File: config.mk
export PLATFORM = sky130hd
export DESIGN_NAME = pdbc_div
export DESIGN_NICKNAME = d
export VERILOG_FILES = /design/src/rtl/pdbc_pkg.sv /design/src/rtl/pdbc_div.sv
export SDC_FILE = /design/constraint.sdc
export NUM_CORES = 2
export LEC_CHECK = 0
export ABC_AREA = 0
export BUFFER_PORTS_ARGS = -buffer_cell sky130_fd_sc_hd__buf_4
export CORE_MARGIN = 2
export CORE_UTILIZATION = 27
export DETAILED_ROUTE_END_ITERATION = 10
export PLACE_DENSITY = 0.37
export SLEW_MARGIN = 20
export SYNTH_ARGS = -nofsm -noshare
export SYNTH_HDL_FRONTEND = slang
export SYNTH_SLANG_ARGS = --single-unit
export TNS_END_PERCENT = 100
File: constraint.sdc
create_clock -name clk -period 25.1 [get_ports clk]
set_input_delay 2.51 -clock clk [delete_from_list [all_inputs] [get_ports clk]]
set_output_delay 2.51 -clock clk [all_outputs]
set_load 0.005 [all_outputs]
File: src/rtl/pdbc_pkg.sv
// Shared types, constants and register codes for the plane distance band classifier.
`default_nettype none

package pdbc_pkg;

    // Fraction bits of the fixed-point point and distance format
    localparam int unsigned FRAC_BITS = 16;

    // Object window bounds: 0.01 m and 0.2 m, rounded down
    localparam logic [31:0] OBJ_LO = 32'((64'd1 << FRAC_BITS) / 100);
    localparam logic [31:0] OBJ_HI = 32'((64'd1 << FRAC_BITS) / 5);

    // Register reset values: 0.015 m half width and 0.025 m step at 16 fraction bits
    localparam logic [15:0] HALF_RESET = 16'd983;
    localparam logic [15:0] STEP_RESET = 16'd1638;

    // Divider pipeline shape: quotient bits split over stages
    localparam int unsigned QUOT_BITS          = 32;
    localparam int unsigned DIV_BITS_PER_STAGE = 4;
    localparam int unsigned DIV_STAGES         = QUOT_BITS / DIV_BITS_PER_STAGE;

    // Configuration register indexes
    typedef enum logic [2:0] {
        CFG_NORMAL_X       = 3'd0,
        CFG_NORMAL_Y       = 3'd1,
        CFG_NORMAL_Z       = 3'd2,
        CFG_PLANE_OFFSET   = 3'd3,
        CFG_NORMAL_LENGTH  = 3'd4,
        CFG_BAND_HALF      = 3'd5,
        CFG_GRID_STEP      = 3'd6
    } cfg_idx_t;

    // Configuration register file contents
    typedef struct packed {
        logic signed [31:0] normal_x;
        logic signed [31:0] normal_y;
        logic signed [31:0] normal_z;
        logic signed [47:0] plane_offset;
        logic        [31:0] normal_length;
        logic        [15:0] band_half_width;
        logic        [15:0] grid_step;
    } cfg_t;

    // Input point, x in the lowest bits
    typedef struct packed {
        logic signed [31:0] point_z;
        logic signed [31:0] point_y;
        logic signed [31:0] point_x;
    } point_t;

    // Division work word: partial remainder, dividend bits becoming quotient, overflow mark
    typedef struct packed {
        logic        sat;
        logic [31:0] rem;
        logic [31:0] low;
    } div_t;

    // Result word, distance in the lowest bits
    typedef struct packed {
        logic        object_hit;
        logic        face_three;
        logic        face_two;
        logic        face_one;
        logic        level_three;
        logic        level_two;
        logic        level_one;
        logic [31:0] plane_distance;
    } result_t;

endpackage

`default_nettype wire

File: src/rtl/pdbc_div.sv
// Pipelined restoring divider: a few quotient bits per stage.
`default_nettype none

module pdbc_div (
    input  wire logic           clk,
    input  wire logic           rst_n,
    input  wire logic [31:0]    divisor,
    input  wire logic           in_valid,
    output      logic           in_ready,
    input  wire pdbc_pkg::div_t  in_word,
    output      logic           out_valid,
    input  wire logic           out_ready,
    output      pdbc_pkg::div_t  out_word
);
    import pdbc_pkg::*;

    logic                  valid_reg [DIV_STAGES];
    logic                  stage_in_valid [DIV_STAGES];
    logic                  ready [DIV_STAGES+1];
    div_t                  word_reg [DIV_STAGES];
    div_t                  stage_in [DIV_STAGES];

    // Restoring division steps; the remainder stays below the divisor
    function automatic div_t div_steps(input div_t w, input logic [31:0] dv);
        div_t        r;
        logic [32:0] trial;
        r = w;
        for (int i = 0; i < int'(DIV_BITS_PER_STAGE); i++)
        begin
            trial = {r.rem, r.low[31]};
            r.low = {r.low[30:0], 1'b0};
            if (trial >= {1'b0, dv})
            begin
                trial    = trial - {1'b0, dv};
                r.low[0] = 1'b1;
            end
            r.rem = trial[31:0];
        end
        return r;
    endfunction

    assign ready[DIV_STAGES] = out_ready;
    assign in_ready          = ready[0];

    for (genvar g = 0; g < int'(DIV_STAGES); g++)
    begin : g_stage
        logic valid_next;

        if (g == 0)
        begin : g_first
            assign stage_in[g]       = in_word;
            assign stage_in_valid[g] = in_valid;
        end
        else
        begin : g_rest
            assign stage_in[g]       = word_reg[g-1];
            assign stage_in_valid[g] = valid_reg[g-1];
        end

        assign ready[g]   = !valid_reg[g] || ready[g+1];
        assign valid_next = ready[g] ? stage_in_valid[g] : valid_reg[g];

        // Advance the valid mark
        always_ff @(posedge clk or negedge rst_n)
        begin
            if (!rst_n)
            begin
                valid_reg[g] <= 1'b0;
            end
            else
            begin
                valid_reg[g] <= valid_next;
            end
        end

        // Hold or load the work word
        always_ff @(posedge clk)
        begin
            if (ready[g] && stage_in_valid[g])
            begin
                word_reg[g] <= div_steps(stage_in[g], divisor);
            end
        end
    end

    assign out_valid = valid_reg[DIV_STAGES-1];
    assign out_word  = word_reg[DIV_STAGES-1];

endmodule

`default_nettype wire

## Word-level counts from Yosys, hierarchy flattened

Memories as Yosys holds them, arrays and structs flattened.
Cells that the tools add are included.

- Flip-flop bits (word level): 8
- Latch bits: 0
- RAM bits: 520
- ROM bits: 0
- Bits of input ports: 101
- Logic and storage cells: 241
- Memories kept: 1

- $add $sub $neg: 32
- $mul: 0
- Divide/modulo/power cells: 0
- Magnitude comparators: 32
- Equal/unequal tests: 0
- Shift operators: 0
- Multiplexer cells: 144
- Bitwise gates (word level): 0
- Reductions and logical operators: 24

Memory list:

| name | depth | bits a word | read ports | clocked after Yosys merged registers in | wr ports | RTL line | text |
|---|---|---|---|---|---|---|---|
| word_reg | 8 | 65 | 8 | 0 | 8 | pdbc_div.sv:20 | `div_t word_reg [DIV_STAGES];` |

Operators by type and width:

| operator | number |
|---|---|
| $mux 32 | 64 |
| $ge 33x32->1 | 32 |
| $sub 32x32->32 | 32 |
| $mux 1 | 80 |
| $logic_and 1x1->1 | 8 |
| $logic_not 1->1 | 8 |
| $logic_or 1x1->1 | 8 |

## Logic depth before layout (Yosys ltp)

- Depth after elaboration: 20
- Gate-level depth with buffers: 65
- Gate-level depth less buffers: 56

## Worst setup path before layout

Ideal clock, no wire load.

- Path kind: input to register
- From: in divisor[1]
- To: mem word_reg[0][174] in the netlist's numbering, data pin
- Library setup time: 0.261 ns
- Arrival time: 15.921 ns
- Required time: 24.839 ns
- Setup slack: 8.918 ns
- Stages on the path: 60
- Path buffers: 7
- Cells stage by stage: inv_1 -> ha_1 -> nor2b_1 -> o21ai_1 -> a21boi_1 -> o31ai_1 -> a21boi_1 -> o211ai_1 -> nand2_1 -> a211oi_2 -> clkbuf_1 -> clkbuf_1 -> o21ai_0 -> ha_1 -> a21o_1 -> a21o_1 -> a211oi_1 -> o21ai_1 -> (+24 left out) -> buf_2 -> mux2_2 -> ha_1 -> a21o_1 -> a31oi_1 -> a21boi_0 -> o21ai_0 -> nand2b_1 -> o41a_1 -> a221o_1 -> a21oi_1 -> o21ai_1 -> o21a_1 -> a221oi_4 -> mux2_2 -> inv_2 -> buf_2 -> a221o_1

RTL lines:

| element | RTL line | text |
|---|---|---|
| from (decl) | pdbc_div.sv:7 | `input wire logic [31:0] divisor,` |
| to (decl) | pdbc_div.sv:20 |  |

==> results.txt <==
----------------------------------------------------
[Logic synthesis]
  Share of synthesized area occupied by flip-flops and latches ... approximately a fifth
  Proportion of synthesized flip-flops having asynchronous set or reset ... approximately 1.5%
  Total of warnings raised by yosys ... 0
  Mapped Nets ... roughly 10000
  Cell area after synthesis ... between 70000 and 80000 um^2
  Cell count after synthesis ... 9190
  Yosys reg bits ... around 530
  Number of enable-type register cells in the synthesized netlist ... 520
  Post-synthesis area per instance ... roughly 8.5 um^2
  Count of cell types in the netlist ... ~110
  Most frequently used flop master after synthesis ... edfxtp_1

[Layout]
  Nets ... 10530
  Final Cell Area ... ~87000 um^2
  Synth-to-Final Area Change ... 11.48%
  Most common library cell in the layout ignoring fill and taps ... ha_1
  Number of flip-flops under the largest register name ... 520
  Most used cells in the layout excluding fill and tap cells ... 1024 x ha_1, 877 x a21oi_1, 621 x nand2_1
  Fraction of layout instances using a drive strength above 1 ... 10.77%

[Clock network]
  Clock insertion delay at the later pin of the skew report ... about 0.84 ns
  Maximum buffer depth of the clock tree ... 4
  Clock tree root driver cell ... clkbuf_16
  Number of buffers added by the clock tree synthesis step ... a little over 80
  Clock transition at the registers of the reported paths ... ~0.07 ns
  Clock sink count ... approximately 530
  Post-CTS setup buffer count ... 0
  Resize count post-CTS ... 0
  Post-CTS Hold Fix Bufs ... 0
  TritonCTS clock tree ... done
  Number of levels in the clock H-tree ... 3

[STA]
  Number of failing setup endpoints in the final timing report ... 0
  Measured slew at the worst slew-check pin ... between 1 and 1.5 ns
  Tightest hold margin ... roughly 0.41 ns
  Fin crit period ... around 19 ns
  Post-route fraction of the period consumed by the critical path ... 76.97%
  Number of failing hold endpoints at the final stage ... 0
  Maximum frequency from static timing analysis ... 51.76 MHz
  Max-slew violation count ... 0
  Clk_skew ... roughly 0.064 ns
  Setup repair after global routing missed its margin ... no
  Sum of negative setup slack ... 0 ns
  Headroom to the max-slew limit ... around a fifth

[Floorplan]
  Top Ports ... approximately 170
  Std-Cell Rows ... just under 200
  Placeable core region ... ~290000 um^2
  Initial core utilization ... between 20% and 30%
  Die Footprint ... 293400 um^2
  Die height ... 541.7 um
  X dimension of the die ... 541.7 um

[Setup path]
  Startpoint of the most critical register-to-register path ... word_reg[0][97]$_DFFE_PP_
  Worst Path Required ... about 26 ns
  Category of the critical setup timing path ... input pin to register
  Startpoint type of the worst setup path ... input pin
  Arrival @ worst endpoint ... just under 20 ns
  Maximum single-stage delay on the critical path ... 0.91 ns
  CP startpoint ... divisor[1]
  Master of the slowest instance on the critical path ... a311oi_1
  Endpoint type of the worst setup path ... register
  Depth of the worst register-to-register path ... between 50 and 60
  Worst Path Max Fanout ... 65

[Place]
  Routability cong. ... between 0.9 and 1
  Instance area at placement ... around 84000 um^2
  Half-perimeter wire length of the detailed placement result ... 269.8 mm
  Port buffer count ... about 170

[Global routing]
  Number of global-route vias before repair ... around 70000
  Global routing usage summed across all routing layers ... roughly 22%
  Global-route wire length before repair ... between 400 and 500 mm
  Initial antenna violation count ... 23
  Overflow left after global routing ... 0
  Largest net degree at the start of global routing ... 66

[Routing]
  Remaining number of nets flagged by the antenna check after routing ... 0
  Starting DRT DRC Count ... about 4700
  Wire length after detailed routing ... ~340 mm
  Routed length per instance ... between 20 and 30 um
  Iteration count of the initial detailed-routing pass ... 5
  Via/cell ratio ... approximately 5.4
  DRC violation count after routing ... 0
  Detailed-route via count ... 71904

[Hold path]
  Classification of the worst-slack hold path ... register to register
  Number of instances on the worst hold path ... 0
  Origin of the worst min-delay path ... word_reg[0][155]$_DFFE_PP_

[Outcome]
  Run status ... complete, no violations

[Job]
  Max-Cap Viols ... 0

----------------------------------------------------
## Yosys cell counts (all sizes together), types with 115 or more instances
master / n / area [um^2]
a21oi: 879 / 4403
xor2: 257 / 2251
mux2: 506 / 5852
ha: 1024 / 12810
nand2b: 134 / 838.3
inv: 452 / 1702
and3: 115 / 719.4
edfxtp: 520 / 15610
xnor2: 546 / 4782
nor3: 184 / 920.9
o21ai: 594 / 2988
o21a: 157 / 1180
nor2b: 136 / 850.8
a21o: 503 / 3784
nand3: 201 / 1006
o21bai: 124 / 934.7
nand2: 621 / 2331
nand4: 139 / 869.6
nor2: 612 / 2305
## final cells by class
cell class / count / area [um^2]
diodes: 5 / 12.51
clock inverters: 47 / 603.1
flip-flops and latches: 528 / 15820
multi-input cells: 8001 / 59660
fillers: 30597 / 200900
well taps: 3781 / 4731
clock buffers: 95 / 2143
inverters: 454 / 1749
repair buffers: 305 / 2302
## cell families (layout without fill, tap and decap cells)
group,count (synthesis),in the layout,synth area share [%]
compound gates,3049,3049,25.57
xor+xnor,803,803,9.010
fa+ha+maj,1056,1056,17.23
buf+inv,661,901,3.475
flops,528,528,20.26
mux,609,609,8.833
other cells,0,5,0
simple gates,2484,2484,15.62
## path summary, 6_finish.rpt
check	end	slack, ns
worst max-delay path	word_reg[0][168]$_DFFE_PP_	5.78
worst min-delay path	word_reg[0][224]$_DFFE_PP_	0.41
worst max register to register	word_reg[0][168]$_DFFE_PP_	7.88
worst min register to register	word_reg[0][224]$_DFFE_PP_	0.41
max in group asynchronous	out_valid$_DFFE_PN0P_	23.46
min in group asynchronous	stage_in_valid[0]$_DFFE_PN0P_	1.51
## stage by stage
step                setup WS (ns)  std cells  utilization [%]
global placement            5.155      13069            29.27
CTS                         5.960      13211            30.22
floorplan                   8.918       9190                -
global route                4.478      13215            30.23
finish                      5.782      13216            30.23
detailed placement          5.152      13069            29.27
## metal layers
layer	global-route usage, %	vias to the layer above	share of wire [%]
li1	-	35147	-
met1	27.67	34794	44
met2	39.72	1589	50
met3	2.000	370	3.5
met4	6.340	4	3.2
met5	0	-	0.0081
## critical path: cells and delay by family
kind	cells	cell delay, ns
compound gates	35	10.71
buf+inv	9	2.92
simple gates	9	1.57
fa+ha+maj	4	1.27
mux	2	0.74
Power is left out: the tool's default activity adds up to more than one toggle a clock period on the data nets, which glitch-free logic cannot reach.
